`src/hdl/dtp_pkg.sv`:
```
`timescale 1ns / 1ps

package dtp_pkg;

    // Default curve exponents
    localparam int TURN_EXP_DEF  = 7;
    localparam int DRIVE_EXP_DEF = 3;

    // Shared divider and multiplier widths
    localparam int DIV_NUM_W = 24;
    localparam int DIV_DEN_W = 8;
    localparam int MUL_W     = 17;

    localparam int CORDIC_STEPS = 18;

    // Power and angle constants (1/16 units)
    localparam logic signed [12:0] PWR_LIMIT = 13'sd2032;
    localparam logic [16:0]        CURVE_CAP = 17'd4096;
    localparam logic signed [17:0] FULL_TURN = 18'sd5760;
    localparam logic signed [17:0] HALF_TURN = 18'sd2880;

    // Angles in 1/65536 degree
    localparam logic [23:0] DEG_45  = 24'd2949120;
    localparam logic [23:0] DEG_90  = 24'd5898240;
    localparam logic [23:0] DEG_180 = 24'd11796480;

    // Input command codes
    localparam logic CMD_TICK = 1'b0;
    localparam logic CMD_LOAD = 1'b1;

    // Configuration register indexes
    typedef enum logic [2:0] {
        REG_TURN_THR   = 3'd0,
        REG_TURN_SLOW  = 3'd1,
        REG_TURN_GAIN  = 3'd2,
        REG_TURN_MIN   = 3'd3,
        REG_DRIVE_THR  = 3'd4,
        REG_DRIVE_SLOW = 3'd5,
        REG_DRIVE_GAIN = 3'd6,
        REG_DRIVE_MIN  = 3'd7
    } t_reg_idx;

    // Reported phase
    typedef enum logic [1:0] {
        PH_AIM   = 2'd0,
        PH_DRIVE = 2'd1,
        PH_FINAL = 2'd2
    } t_phase;

    // atan(2^-i) in 1/65536 degree
    function automatic logic [21:0] atan_step(input logic [4:0] i);
        logic [21:0] v;
        begin
            case (i)
                5'd0:    v = 22'd2949120;
                5'd1:    v = 22'd1740967;
                5'd2:    v = 22'd919879;
                5'd3:    v = 22'd466945;
                5'd4:    v = 22'd234379;
                5'd5:    v = 22'd117304;
                5'd6:    v = 22'd58666;
                5'd7:    v = 22'd29335;
                5'd8:    v = 22'd14668;
                5'd9:    v = 22'd7334;
                5'd10:   v = 22'd3667;
                5'd11:   v = 22'd1833;
                5'd12:   v = 22'd917;
                5'd13:   v = 22'd458;
                5'd14:   v = 22'd229;
                5'd15:   v = 22'd115;
                5'd16:   v = 22'd57;
                5'd17:   v = 22'd29;
                default: v = 22'd0;
            endcase
            return v;
        end
    endfunction

endpackage

```
`src/hdl/drive_to_point_controller.sv`:
```
`timescale 1ns / 1ps

// Channel   Direction  Handshake                   Payload
// input     in         i_in_valid / o_in_stall     command, set_value, target, heading, pose
// output    out        o_out_valid / i_out_stall   left/right power, arrived, phase
// config    in         i_cfg_we                    i_cfg_index, i_cfg_data
//
// A control tick runs the bearing CORDIC in 18 steps, wraps the heading error, takes a
// 17-step square root, and runs each power curve as a 24-step divide plus E-1 multiply
// steps and the minimum and gain steps; a second divide follows when E is 1. A load
// command is handled in the idle state.
// Synchronous active-low reset clears the phase flags and restores register defaults.
// Input is stalled while a tick is in work; a finished result waits in the output
// register, and the next tick is taken while it waits.
module drive_to_point_controller #(
    parameter int TURN_EXPONENT  = dtp_pkg::TURN_EXP_DEF,
    parameter int DRIVE_EXPONENT = dtp_pkg::DRIVE_EXP_DEF
) (
    input  logic               i_clk,
    input  logic               i_rst_n,
    // input channel
    input  logic               i_in_valid,
    output logic               o_in_stall,
    input  logic               i_command,
    input  logic               i_set_value,
    input  logic signed [11:0] i_target_x,
    input  logic signed [11:0] i_target_y,
    input  logic signed [9:0]  i_final_heading,
    input  logic signed [15:0] i_pose_x,
    input  logic signed [15:0] i_pose_y,
    input  logic signed [15:0] i_pose_angle,
    // output channel
    output logic               o_out_valid,
    input  logic               i_out_stall,
    output logic signed [8:0]  o_left_power,
    output logic signed [8:0]  o_right_power,
    output logic               o_arrived,
    output logic [1:0]         o_phase,
    // configuration
    input  logic               i_cfg_we,
    input  logic [2:0]         i_cfg_index,
    input  logic [7:0]         i_cfg_data
);
    import dtp_pkg::*;

    localparam logic [2:0] TURN_E  = 3'(TURN_EXPONENT);
    localparam logic [2:0] DRIVE_E = 3'(DRIVE_EXPONENT);

    typedef enum logic [4:0] {
        S_IDLE, S_PREP, S_CORD, S_AIM, S_WRAP, S_FIN, S_SQ1, S_SQ2, S_SQ3, S_SQRT,
        S_CDIV, S_CDWT, S_CPOW, S_CMIN, S_CMST, S_CMWT, S_CGAIN, S_EMIT
    } t_state;

    // Truncate a 1/16 power toward zero to whole units
    function automatic logic signed [8:0] tz16(input logic signed [13:0] v);
        logic [13:0]       mag;
        logic signed [8:0] q;
        begin
            mag = v[13] ? 14'(-v) : 14'(v);
            q   = signed'(mag[12:4]);
            return v[13] ? -q : q;
        end
    endfunction

    // Configuration registers
    logic [5:0] r_turn_thr;
    logic [7:0] r_turn_slow;
    logic [7:0] r_turn_gain;
    logic [6:0] r_turn_min;
    logic [7:0] r_drive_thr;
    logic [7:0] r_drive_slow;
    logic [7:0] r_drive_gain;
    logic [6:0] r_drive_min;

    // Control state
    t_state r_state;
    logic   r_aim_done;
    logic   r_drive_done;
    logic   r_final;
    logic   r_cv;
    t_phase r_ph;
    logic [4:0] r_cnt;
    logic [2:0] r_k;

    // Datapath
    logic signed [17:0] r_dx;
    logic signed [17:0] r_dy;
    logic signed [9:0]  r_hd;
    logic signed [15:0] r_pa;
    logic [26:0]        r_cx;
    logic signed [26:0] r_cy;
    logic signed [24:0] r_cz;
    logic [23:0]        r_ang;
    logic signed [17:0] r_m;
    logic [33:0]        r_s;
    logic [33:0]        r_src;
    logic [17:0]        r_rem;
    logic [16:0]        r_root;
    logic signed [17:0] r_v;
    logic [16:0]        r_mag;
    logic [16:0]        r_p;
    logic [23:0]        r_num;
    logic signed [24:0] r_mterm;
    logic signed [12:0] r_pd;

    // Pending and output results
    logic signed [8:0] r_res_l;
    logic signed [8:0] r_res_r;
    logic              r_res_arr;
    t_phase            r_res_ph;
    logic              r_o_valid;
    logic signed [8:0] r_o_l;
    logic signed [8:0] r_o_r;
    logic              r_o_arr;
    logic [1:0]        r_o_ph;

    // Combinational helpers
    logic [16:0]        w_adx, w_ady, w_vabs, w_eabs;
    logic               w_aligned;
    logic [MUL_W-1:0]   w_ma, w_mb;
    logic [2*MUL_W-1:0] w_prod;
    logic [2:0]         w_e;
    logic               w_div_start, w_div_done;
    logic [DIV_NUM_W-1:0] w_div_num, w_div_quo;
    logic [DIV_DEN_W-1:0] w_div_den;
    logic [26:0]        w_cyabs, w_ys, w_xs;
    logic signed [24:0] w_atan, n_z;
    logic [23:0]        n_ang, w_a2;
    logic signed [8:0]  w_deg, w_aim;
    logic [19:0]        w_remsh;
    logic [18:0]        w_trial;
    logic               w_sq_ge;
    logic [16:0]        n_root;
    logic [29:0]        w_pn;
    logic               w_neg;
    logic signed [26:0] w_cterm, w_sum;
    logic signed [12:0] w_pw;
    logic signed [13:0] w_lsum, w_rsum;

    assign w_adx  = r_dx[17] ? 17'(-r_dx) : 17'(r_dx);
    assign w_ady  = r_dy[17] ? 17'(-r_dy) : 17'(r_dy);
    assign w_vabs = r_v[17] ? 17'(-r_v) : 17'(r_v);
    assign w_eabs = r_m[17] ? 17'(-r_m) : 17'(r_m);
    assign w_aligned = w_eabs <= {7'b0, r_turn_thr, 4'b0};
    assign w_e = r_cv ? DRIVE_E : TURN_E;

    // Shared multiplier, operands chosen by the sequencer
    always_comb begin
        case (r_state)
            S_SQ1:   begin w_ma = w_adx;                 w_mb = w_adx;  end
            S_SQ2:   begin w_ma = w_ady;                 w_mb = w_ady;  end
            S_SQ3:   begin w_ma = 17'(r_drive_thr);      w_mb = 17'(r_drive_thr); end
            S_CPOW:  begin w_ma = r_p;                   w_mb = r_mag;  end
            S_CMIN:  begin w_ma = r_cv ? 17'(r_drive_min) : 17'(r_turn_min);
                           w_mb = w_vabs; end
            S_CGAIN: begin w_ma = r_cv ? 17'(r_drive_gain) : 17'(r_turn_gain);
                           w_mb = r_p; end
            default: begin w_ma = '0;                    w_mb = '0;     end
        endcase
    end
    assign w_prod = w_ma * w_mb;

    // Shared divider
    assign w_div_start = (r_state == S_CDIV) || (r_state == S_CMST);
    assign w_div_num   = (r_state == S_CMST) ? r_num : DIV_NUM_W'(w_vabs);
    always_comb begin
        if (r_state == S_CMST) begin
            w_div_den = r_cv ? r_drive_thr : DIV_DEN_W'(r_turn_thr);
        end else begin
            w_div_den = r_cv ? r_drive_slow : r_turn_slow;
        end
    end

    dtp_div u_div (
        .i_clk   (i_clk),
        .i_rst_n (i_rst_n),
        .i_start (w_div_start),
        .i_num   (w_div_num),
        .i_den   (w_div_den),
        .o_done  (w_div_done),
        .o_quo   (w_div_quo)
    );

    // CORDIC step
    assign w_cyabs = r_cy[26] ? 27'(-r_cy) : 27'(r_cy);
    assign w_ys    = w_cyabs >> r_cnt;
    assign w_xs    = r_cx >> r_cnt;
    assign w_atan  = signed'(25'(atan_step(r_cnt)));
    assign n_z     = (r_cy > 0) ? r_cz + w_atan : r_cz - w_atan;
    always_comb begin
        if (n_z < 0) begin
            n_ang = '0;
        end else if (n_z > signed'({1'b0, DEG_90})) begin
            n_ang = DEG_90;
        end else begin
            n_ang = n_z[23:0];
        end
    end

    // Quadrant fold and whole degrees
    assign w_a2  = r_dy[17] ? DEG_180 - r_ang : r_ang;
    assign w_deg = signed'({1'b0, w_a2[23:16]});
    assign w_aim = r_dx[17] ? -w_deg : w_deg;

    // Square root step, two radicand bits per cycle
    assign w_remsh = {r_rem, r_src[33:32]};
    assign w_trial = {r_root, 2'b01};
    assign w_sq_ge = w_remsh >= 20'(w_trial);
    assign n_root  = {r_root[15:0], w_sq_ge};

    // Power curve pieces
    assign w_pn    = w_prod[33:4];
    assign w_neg   = r_v[17] && (r_mag != '0) && w_e[0];
    assign w_cterm = w_neg ? -signed'(27'(w_prod[24:0])) : signed'(27'(w_prod[24:0]));
    assign w_sum   = w_cterm + 27'(r_mterm);
    always_comb begin
        if (w_sum > 27'(PWR_LIMIT)) begin
            w_pw = PWR_LIMIT;
        end else if (w_sum < -27'(PWR_LIMIT)) begin
            w_pw = -PWR_LIMIT;
        end else begin
            w_pw = 13'(w_sum);
        end
    end
    assign w_lsum = 14'(r_pd) + 14'(w_pw);
    assign w_rsum = 14'(r_pd) - 14'(w_pw);

    // Configuration writes
    always_ff @(posedge i_clk) begin
        if (!i_rst_n) begin
            r_turn_thr   <= 6'd2;
            r_turn_slow  <= 8'd75;
            r_turn_gain  <= 8'd90;
            r_turn_min   <= 7'd20;
            r_drive_thr  <= 8'd5;
            r_drive_slow <= 8'd15;
            r_drive_gain <= 8'd20;
            r_drive_min  <= 7'd20;
        end else if (i_cfg_we) begin
            case (t_reg_idx'(i_cfg_index))
                REG_TURN_THR:   r_turn_thr   <= i_cfg_data[5:0];
                REG_TURN_SLOW:  r_turn_slow  <= i_cfg_data;
                REG_TURN_GAIN:  r_turn_gain  <= i_cfg_data;
                REG_TURN_MIN:   r_turn_min   <= i_cfg_data[6:0];
                REG_DRIVE_THR:  r_drive_thr  <= i_cfg_data;
                REG_DRIVE_SLOW: r_drive_slow <= i_cfg_data;
                REG_DRIVE_GAIN: r_drive_gain <= i_cfg_data;
                REG_DRIVE_MIN:  r_drive_min  <= i_cfg_data[6:0];
                default: ;
            endcase
        end
    end

    // Sequencer
    always_ff @(posedge i_clk) begin
        if (!i_rst_n) begin
            r_state      <= S_IDLE;
            r_aim_done   <= 1'b0;
            r_drive_done <= 1'b0;
            r_o_valid    <= 1'b0;
            r_final      <= 1'b0;
            r_cv         <= 1'b0;
            r_ph         <= PH_AIM;
            r_cnt        <= '0;
            r_k          <= '0;
        end else begin
            // S_EMIT handles the output register itself
            if (r_o_valid && !i_out_stall && r_state != S_EMIT) begin
                r_o_valid <= 1'b0;
            end
            case (r_state)
                S_IDLE: begin
                    if (i_in_valid) begin
                        if (i_command == CMD_LOAD) begin
                            r_aim_done   <= i_set_value;
                            r_drive_done <= i_set_value;
                        end else begin
                            r_dx    <= {{2{i_target_x[11]}}, i_target_x, 4'b0}
                                       - {{2{i_pose_x[15]}}, i_pose_x};
                            r_dy    <= {{2{i_target_y[11]}}, i_target_y, 4'b0}
                                       - {{2{i_pose_y[15]}}, i_pose_y};
                            r_hd    <= i_final_heading;
                            r_pa    <= i_pose_angle;
                            r_state <= S_PREP;
                        end
                    end
                end
                // exact cases, else set up the vectoring CORDIC
                S_PREP: begin
                    if (w_adx == '0) begin
                        r_ang   <= '0;
                        r_state <= S_AIM;
                    end else if (w_ady == '0) begin
                        r_ang   <= DEG_90;
                        r_state <= S_AIM;
                    end else if (w_adx == w_ady) begin
                        r_ang   <= DEG_45;
                        r_state <= S_AIM;
                    end else begin
                        r_cx    <= 27'({w_ady, 8'b0});
                        r_cy    <= signed'(27'({w_adx, 8'b0}));
                        r_cz    <= '0;
                        r_cnt   <= '0;
                        r_state <= S_CORD;
                    end
                end
                S_CORD: begin
                    r_cx  <= r_cx + w_ys;
                    r_cy  <= (r_cy > 0) ? r_cy - signed'(w_xs) : r_cy + signed'(w_xs);
                    r_cz  <= n_z;
                    r_cnt <= r_cnt + 5'd1;
                    if (r_cnt == 5'(CORDIC_STEPS - 1)) begin
                        r_ang   <= n_ang;
                        r_state <= S_AIM;
                    end
                end
                S_AIM: begin
                    r_m     <= {{5{w_aim[8]}}, w_aim, 4'b0} - {{2{r_pa[15]}}, r_pa};
                    r_final <= 1'b0;
                    r_state <= S_WRAP;
                end
                // wrap the error into a half turn either side
                S_WRAP: begin
                    if (r_m > HALF_TURN) begin
                        r_m <= r_m - FULL_TURN;
                    end else if (r_m <= -HALF_TURN) begin
                        r_m <= r_m + FULL_TURN;
                    end else if (!r_final) begin
                        if (!r_aim_done && !w_aligned) begin
                            r_ph    <= PH_AIM;
                            r_cv    <= 1'b0;
                            r_v     <= r_m;
                            r_state <= S_CDIV;
                        end else begin
                            r_aim_done <= 1'b1;
                            r_state    <= r_drive_done ? S_FIN : S_SQ1;
                        end
                    end else if (w_aligned) begin
                        r_res_l   <= '0;
                        r_res_r   <= '0;
                        r_res_arr <= 1'b1;
                        r_res_ph  <= PH_FINAL;
                        r_state   <= S_EMIT;
                    end else begin
                        r_ph    <= PH_FINAL;
                        r_cv    <= 1'b0;
                        r_v     <= r_m;
                        r_state <= S_CDIV;
                    end
                end
                S_FIN: begin
                    r_drive_done <= 1'b1;
                    r_m     <= {{4{r_hd[9]}}, r_hd, 4'b0} - {{2{r_pa[15]}}, r_pa};
                    r_final <= 1'b1;
                    r_state <= S_WRAP;
                end
                // distance check against the squared threshold
                S_SQ1: begin
                    r_s     <= w_prod;
                    r_state <= S_SQ2;
                end
                S_SQ2: begin
                    r_s     <= r_s + w_prod;
                    r_state <= S_SQ3;
                end
                S_SQ3: begin
                    if (r_s > {w_prod[25:0], 8'b0}) begin
                        r_src   <= r_s;
                        r_rem   <= '0;
                        r_root  <= '0;
                        r_cnt   <= '0;
                        r_state <= S_SQRT;
                    end else begin
                        r_state <= S_FIN;
                    end
                end
                S_SQRT: begin
                    r_rem  <= w_sq_ge ? 18'(w_remsh - 20'(w_trial)) : 18'(w_remsh);
                    r_root <= n_root;
                    r_src  <= {r_src[31:0], 2'b00};
                    r_cnt  <= r_cnt + 5'd1;
                    if (r_cnt == 5'd16) begin
                        r_ph    <= PH_DRIVE;
                        r_cv    <= 1'b1;
                        r_v     <= signed'({1'b0, n_root});
                        r_state <= S_CDIV;
                    end
                end
                // power curve: |v| / slowdown
                S_CDIV: begin
                    r_state <= S_CDWT;
                end
                S_CDWT: begin
                    if (w_div_done) begin
                        r_mag <= w_div_quo[16:0];
                        r_p   <= (w_e != 3'd1 && w_div_quo[16:0] > CURVE_CAP)
                                 ? CURVE_CAP : w_div_quo[16:0];
                        r_k   <= 3'd1;
                        r_state <= (w_e == 3'd1) ? S_CMIN : S_CPOW;
                    end
                end
                S_CPOW: begin
                    r_p <= (w_pn > 30'(CURVE_CAP)) ? CURVE_CAP : w_pn[16:0];
                    r_k <= r_k + 3'd1;
                    if (r_k + 3'd1 == w_e) begin
                        r_state <= S_CMIN;
                    end
                end
                // minimum term
                S_CMIN: begin
                    if (w_e == 3'd1) begin
                        r_num   <= w_prod[23:0];
                        r_state <= S_CMST;
                    end else begin
                        if (r_v > 0) begin
                            r_mterm <= signed'(25'({w_ma[6:0], 4'b0}));
                        end else if (r_v < 0) begin
                            r_mterm <= -signed'(25'({w_ma[6:0], 4'b0}));
                        end else begin
                            r_mterm <= '0;
                        end
                        r_state <= S_CGAIN;
                    end
                end
                S_CMST: begin
                    r_state <= S_CMWT;
                end
                S_CMWT: begin
                    if (w_div_done) begin
                        r_mterm <= r_v[17] ? -signed'(25'(w_div_quo))
                                           : signed'(25'(w_div_quo));
                        r_state <= S_CGAIN;
                    end
                end
                // gain term, clamp, then mix or finish
                S_CGAIN: begin
                    if (r_cv) begin
                        r_pd    <= w_pw;
                        r_cv    <= 1'b0;
                        r_v     <= r_m;
                        r_state <= S_CDIV;
                    end else begin
                        r_res_arr <= 1'b0;
                        r_res_ph  <= r_ph;
                        if (r_ph == PH_DRIVE) begin
                            r_res_l <= tz16(w_lsum);
                            r_res_r <= tz16(w_rsum);
                        end else begin
                            r_res_l <= tz16(14'(w_pw));
                            r_res_r <= -tz16(14'(w_pw));
                        end
                        r_state <= S_EMIT;
                    end
                end
                // hand the result to the output register once it is free
                S_EMIT: begin
                    if (!r_o_valid || !i_out_stall) begin
                        r_o_valid <= 1'b1;
                        r_o_l     <= r_res_l;
                        r_o_r     <= r_res_r;
                        r_o_arr   <= r_res_arr;
                        r_o_ph    <= r_res_ph;
                        r_state   <= S_IDLE;
                    end
                end
                default: begin
                    r_state <= S_IDLE;
                end
            endcase
        end
    end

    assign o_in_stall    = (r_state != S_IDLE);
    assign o_out_valid   = r_o_valid;
    assign o_left_power  = r_o_l;
    assign o_right_power = r_o_r;
    assign o_arrived     = r_o_arr;
    assign o_phase       = r_o_ph;

    // Arrival reports zero power in the final phase
    a_arrive_zero: assert property (@(posedge i_clk) disable iff (!i_rst_n)
        o_out_valid && o_arrived |->
            o_left_power == 9'sd0 && o_right_power == 9'sd0 && o_phase == PH_FINAL)
        else $error("arrival with nonzero power");

    // Turn-in-place results spin the sides in opposite directions
    a_turn_mirror: assert property (@(posedge i_clk) disable iff (!i_rst_n)
        o_out_valid && o_phase != PH_DRIVE |-> o_right_power == -o_left_power)
        else $error("turn powers not mirrored");

    // Drive can only be finished once aim is finished
    a_flag_order: assert property (@(posedge i_clk) disable iff (!i_rst_n)
        r_drive_done |-> r_aim_done)
        else $error("drive_done without aim_done");

    // Output register is never overwritten while a transfer is pending
    a_no_overwrite: assert property (@(posedge i_clk) disable iff (!i_rst_n)
        r_state == S_EMIT && r_o_valid && i_out_stall |=> r_state == S_EMIT)
        else $error("result loaded over a pending transfer");

endmodule

```
`src/hdl/dtp_div.sv`:
```
`timescale 1ns / 1ps

// Restoring unsigned divider, one quotient bit per cycle.
// A zero divisor divides as one.
module dtp_div (
    input  logic                          i_clk,
    input  logic                          i_rst_n,
    input  logic                          i_start,
    input  logic [dtp_pkg::DIV_NUM_W-1:0] i_num,
    input  logic [dtp_pkg::DIV_DEN_W-1:0] i_den,
    output logic                          o_done,
    output logic [dtp_pkg::DIV_NUM_W-1:0] o_quo
);
    import dtp_pkg::*;

    localparam int CNT_W = $clog2(DIV_NUM_W + 1);

    logic                 r_busy;
    logic                 r_done;
    logic [CNT_W-1:0]     r_cnt;
    logic [DIV_NUM_W-1:0] r_q;
    logic [DIV_DEN_W-1:0] r_rem;
    logic [DIV_DEN_W-1:0] r_den;

    logic [DIV_DEN_W:0] w_trial;
    logic               w_ge;

    // Shift in the next dividend bit and try a subtract
    assign w_trial = {r_rem, r_q[DIV_NUM_W-1]};
    assign w_ge    = w_trial >= {1'b0, r_den};

    always_ff @(posedge i_clk) begin
        if (!i_rst_n) begin
            r_busy <= 1'b0;
            r_done <= 1'b0;
            r_cnt  <= '0;
        end else begin
            r_done <= 1'b0;
            if (i_start) begin
                r_busy <= 1'b1;
                r_cnt  <= CNT_W'(DIV_NUM_W);
                r_q    <= i_num;
                r_rem  <= '0;
                r_den  <= (i_den == '0) ? DIV_DEN_W'(1) : i_den;
            end else if (r_busy) begin
                r_rem <= w_ge ? DIV_DEN_W'(w_trial - {1'b0, r_den})
                              : DIV_DEN_W'(w_trial);
                r_q   <= {r_q[DIV_NUM_W-2:0], w_ge};
                r_cnt <= r_cnt - CNT_W'(1);
                if (r_cnt == CNT_W'(1)) begin
                    r_busy <= 1'b0;
                    r_done <= 1'b1;
                end
            end
        end
    end

    assign o_done = r_done;
    assign o_quo  = r_q;

endmodule
```
`config.mk`:
```
export PLATFORM = sky130hd
export DESIGN_NAME = drive_to_point_controller
export DESIGN_NICKNAME = d
export VERILOG_FILES = /design/src/hdl/dtp_pkg.sv /design/src/hdl/drive_to_point_controller.sv /design/src/hdl/dtp_div.sv
export SDC_FILE = /design/constraint.sdc
export NUM_CORES = 2
export LEC_CHECK = 0
export ABC_AREA = 1
export BUFFER_PORTS_ARGS = -buffer_cell sky130_fd_sc_hd__buf_2
export CAP_MARGIN = 20
export CORE_ASPECT_RATIO = 1.1
export CORE_MARGIN = 5
export CORE_UTILIZATION = 60
export CTS_BUF_LIST = sky130_fd_sc_hd__clkbuf_4
export DETAILED_ROUTE_END_ITERATION = 8
export PLACE_DENSITY = 0.77
export SLEW_MARGIN = 20
export SYNTH_ARGS = -nofsm -noshare
export SYNTH_HDL_FRONTEND = slang
export SYNTH_SLANG_ARGS = --single-unit
```
`constraint.sdc`:
```
create_clock -name i_clk -period 39 [get_ports i_clk]
set_input_delay 7.8 -clock i_clk [delete_from_list [all_inputs] [get_ports i_clk]]
set_output_delay 7.8 -clock i_clk [all_outputs]
set_load 0.02 [all_outputs]
```
==> reports/results.md <==
| Group | Metric | Reported |
| --- | --- | --- |
| worst setup path | Slowest CP cell | inv_1 |
| pwr | Share of total power in combinational logic | 43.3% |
| pwr | P_int | 1.340 mW |
| cts | Maximum buffer depth of the clock tree | 3 |
| die | Ports | 123 |
| sta | Final worst path period need | 16020 ps |
| worst setup path | Worst stage delay on the critical path | 740 ps |
| synthesis | Synthesized netlist cell count | 7048 |
| sta | Setup repair after global routing missed its margin | false |
| sta | Slack of the critical path | 22980 ps |
| place | Total half-perimeter wirelength after legalization and detailed placement | 123.8 mm |
| synthesis | Cell area after synthesis | 53120 um2 |
| cts | Number of hold buffers added after cts | 0 |
| global routing | Maximum number of pins on one net before global-route repair | 70 |
| place | Port-buffer cells | 122 |
| worst setup path | Largest fanout on the critical path | 68 |
| cts | Root Driver | clkbuf_4 |
| worst setup path | Dominant cell type by count on the critical path | nand2_1 |
| sta | Highest attainable clock frequency | 62.42 MHz |
| synthesis | Count of flip-flops with a built-in enable after synthesis | 456 |
| synthesis | Share of flip-flops with an asynchronous set or reset after synthesis | 0% |
| cts | Number of cells upsized or downsized after cts | 0 |
| sta | Final setup violating endpoints | 0 |
| pwr | Part of the power in the clock network | 24.8% |
| flow run | Max-cap violations | 0 |
| synthesis | Post-synthesis register bit count | 565 |
| synthesis | Average instance area after synthesis | 7.536 um2 |
| pwr | Switching power share of the total | 41.67% |
| synthesis | Portion of the post-synthesis area used by sequential elements | 29.89% |
| sta | Worst slew margin relative to its limit | 27.53% |
| cts | Clock tree from TritonCTS | yes |
| worst setup path | Data arrival time of the worst path | 16780 ps |
| synthesis | Synth area leaders | edfxtp_1 26%, nand2_1 11%, ha_1 9.9% |
| pwr | Power density over the cells | 40.26 nW/um2 |
| cts | Setup fix buffers added after clock tree synthesis | 0 |
| synthesis | Count of yosys warnings during synthesis | 0 |
| global routing | Global-route wire length before repair | 250.2 mm |
| worst setup path | Required time worst endpoint | 39760 ps |
| routing | Final WL | 157.9 mm |
| place | Final weighted congestion in routability-driven placement | 0.9931 |
| routing | Vias per cell | 5.773 |
| cts | Clock Sink Count | 565 |
| sta | Actual transition at the worst max-transition pin | 1079 ps |
| layout | Commonest non-fill, non-tap cells in the layout | 1572 x nand2_1, 1132 x inv_1, 715 x nor2_1, 502 x o21ai_0, 456 x edfxtp_1 |
| pwr | Sw Pwr | 0.9574 mW |
| sta | Final Hold Vio Count | 0 |
| worst setup path | Critical path startpoint category | register |
| die | Die outline height | 322.1 um |
| worst setup path | Crit Path Category | register to register |
| routing | Antenna Nets Post-Route | 0 |
| min path | Classification of the worst-slack hold path | register to register |
| routing | Detailed-routing iteration count for the pre-antenna-repair pass | 6 |
| global routing | Number of antenna violations at the first check in global routing | 2 |
| cts | Worst-Skew Late Latency | 1070 ps |
| layout | # nets final | 7945 |
| sta | Total negative setup slack | 0 ps |
| global routing | Gr ovfl total | 0 |
| routing | Post-route DRC | 0 |
| die | Overall die width | 293.7 um |
| die | Core Footprint | 87860 um2 |
| place | Pre-CTS WS | 23050 ps |
| routing | Vias post-DR | 48941 |
| global routing | Total track usage | 32.95% |
| layout | Layout overhead on the synthesized area | 7.455% |
| synthesis | Fraction of post-synthesis cell area in the top cell type by area | 25.78% |
| layout | Area of the multi-input gates | 32260 um2 |
| pwr | Leakage dissipation | 27.64 nW |
| cts | Number of H-tree branching levels | 4 |
| cts | Cts bufs inserted | 152 |
| die | Count of standard-cell rows | 114 |
| outcome | Outcome | complete, no violations |
| sta | Fin crit share | 41.08% |
| pwr | Peak VDD IR | 0.03055 mV |
| synthesis | Post-synth top flop | edfxtp_1 |
| die | Effective utilization at floorplan | 60.45% |
| pwr | Post-layout total power | 2.298 mW |
| pwr | Relative contribution of sequential cells to total power | 31.8% |
| layout | Fill cells | 7868 |
| synthesis | Yosys cell types | 80 |
| layout | Footprint of the flip-flops and latches | 15880 um2 |
| sta | Count of final max-slew check failures | 0 |
| layout | Most common cell after layout, fill and taps aside | nand2_1 |
| routing | First DRT Iteration DRCs | 5217 |
| cts | Clock slew seen by the registers of the worst setup and hold paths | 60 ps |
| synthesis | Library cell with the largest summed area after synthesis | edfxtp_1 |
| sta | Post-Route Skew | 92.87 ps |
| worst setup path | Type of element capturing the critical path | register |
| global routing | Number of global-route vias before repair | 47080 |
| die | Area of the die | 94590 um2 |
| routing | Routed wirelength normalized by instance count | 18.63 um |
| layout | Fraction of final layout cells with drive strength greater than 1 | 7.525% |
## layout make-up
class / count / area share [%]
inverter: 1163 / 7.648
multi-input combinational: 5127 / 56.53
clock buffer: 221 / 2.907
tap: 1160 / 2.543
antenna: 8 / 0.03507
clock inverter: 52 / 0.6839
sequential: 565 / 27.82
timing repair buffer: 181 / 1.841
## synth_stat cells, drive strengths merged, types with 26 or more instances
| library cell | count |
|---|---|
| a21oi | 376 |
| o31ai | 28 |
| nor3 | 127 |
| inv | 1143 |
| o22ai | 32 |
| clkbuf | 159 |
| a31oi | 29 |
| nor2 | 734 |
| fa | 233 |
| nand2 | 1602 |
| nor4 | 41 |
| ha | 422 |
| xnor2 | 102 |
| o211ai | 31 |
| o21ai | 514 |
| buf | 38 |
| dfxtp | 109 |
| o21bai | 26 |
| nand4 | 81 |
| xor2 | 250 |
| edfxtp | 456 |
| nand3 | 277 |
## power groups by stage
stage / logic, mW / registers [mW] / clock network [mW]
6_report: 0.996 / 0.732 / 0.570
5_1_grt: 1.11 / 0.735 / 0.615
4_1_cts: 0.976 / 0.731 / 0.580
2_1_floorplan: 0.737 / 0.738 / 0
3_3_place_gp: 0.953 / 0.743 / 0
3_5_place_dp: 0.966 / 0.744 / 0
## logic make-up after synthesis
family                   synth area share [%]
AND/OR/NAND/NOR                         22.96
flip-flops                              29.89
other                                0.007060
buffers and inverters                   9.681
adder cells (fa/ha/maj)                 18.72
XOR/XNOR                                5.832
AO/OA/AOI/OAI                           12.59
multiplexers                           0.3227
## state kept, by name, indices dropped and copies added, names as in the netlist, 10 cells and up
name         flops
r_rem           18
r_p             17
r_v             18
r_s             34
r_src           34
r_dx            17
u_div.o_quo     24
r_pd            13
r_ang           24
r_root          17
r_mag           17
r_mterm         25
r_cx            27
r_cy            27
r_cz            25
r_dy            17
r_hd            10
r_pa            16
r_m             18
w_atan          22
## per-stage QoR
stage | area (um2) | hold WS (ps) | cells | util [%]
floorplan | 53130 | 400.3 | 7052 | -
global placement | 54970 | 401.0 | 8195 | 62.56
detailed placement | 54990 | 404.5 | 8196 | 62.58
CTS | 57040 | 416.2 | 8469 | 64.91
global route | 57070 | 428.0 | 8476 | 64.96
finish | 57080 | 403.7 | 8477 | 64.96
## routing by layer
layer  global-route usage (%)  wire, um  vias up
met4                    13.26      6541        0
met3                    5.675     14340      423
met1                    44.87     65470    22763
met5                        0         0        -
li1                         -         -    23443
met2                    52.74     71600     2312
## worst max-delay path: cells and delay by family, from the launching register on
family                     cells  cell delay [ps]
and+or+nand+nor               37             5710
buffers and inverters         14             2430
adders and majority gates     10             4150
DFF                            1              380
AOI/OAI and AO/OA             12             2420
xor gates and xnor gates       3              610
## final timing paths
path | depth (start not counted) | slack (ps) | endpoint | start
setup reg to reg | 76 | 22980 | r_res_l[6] | r_state[4]
hold reg to reg | 0 | 400 | o_right_power[7] | r_res_r[7]
hold / removal | 0 | 400 | o_right_power[7] | r_res_r[7]
setup / recovery | 76 | 22980 | r_res_l[6] | r_state[4]
No activity file was read; power rests on OpenSTA's default activity.
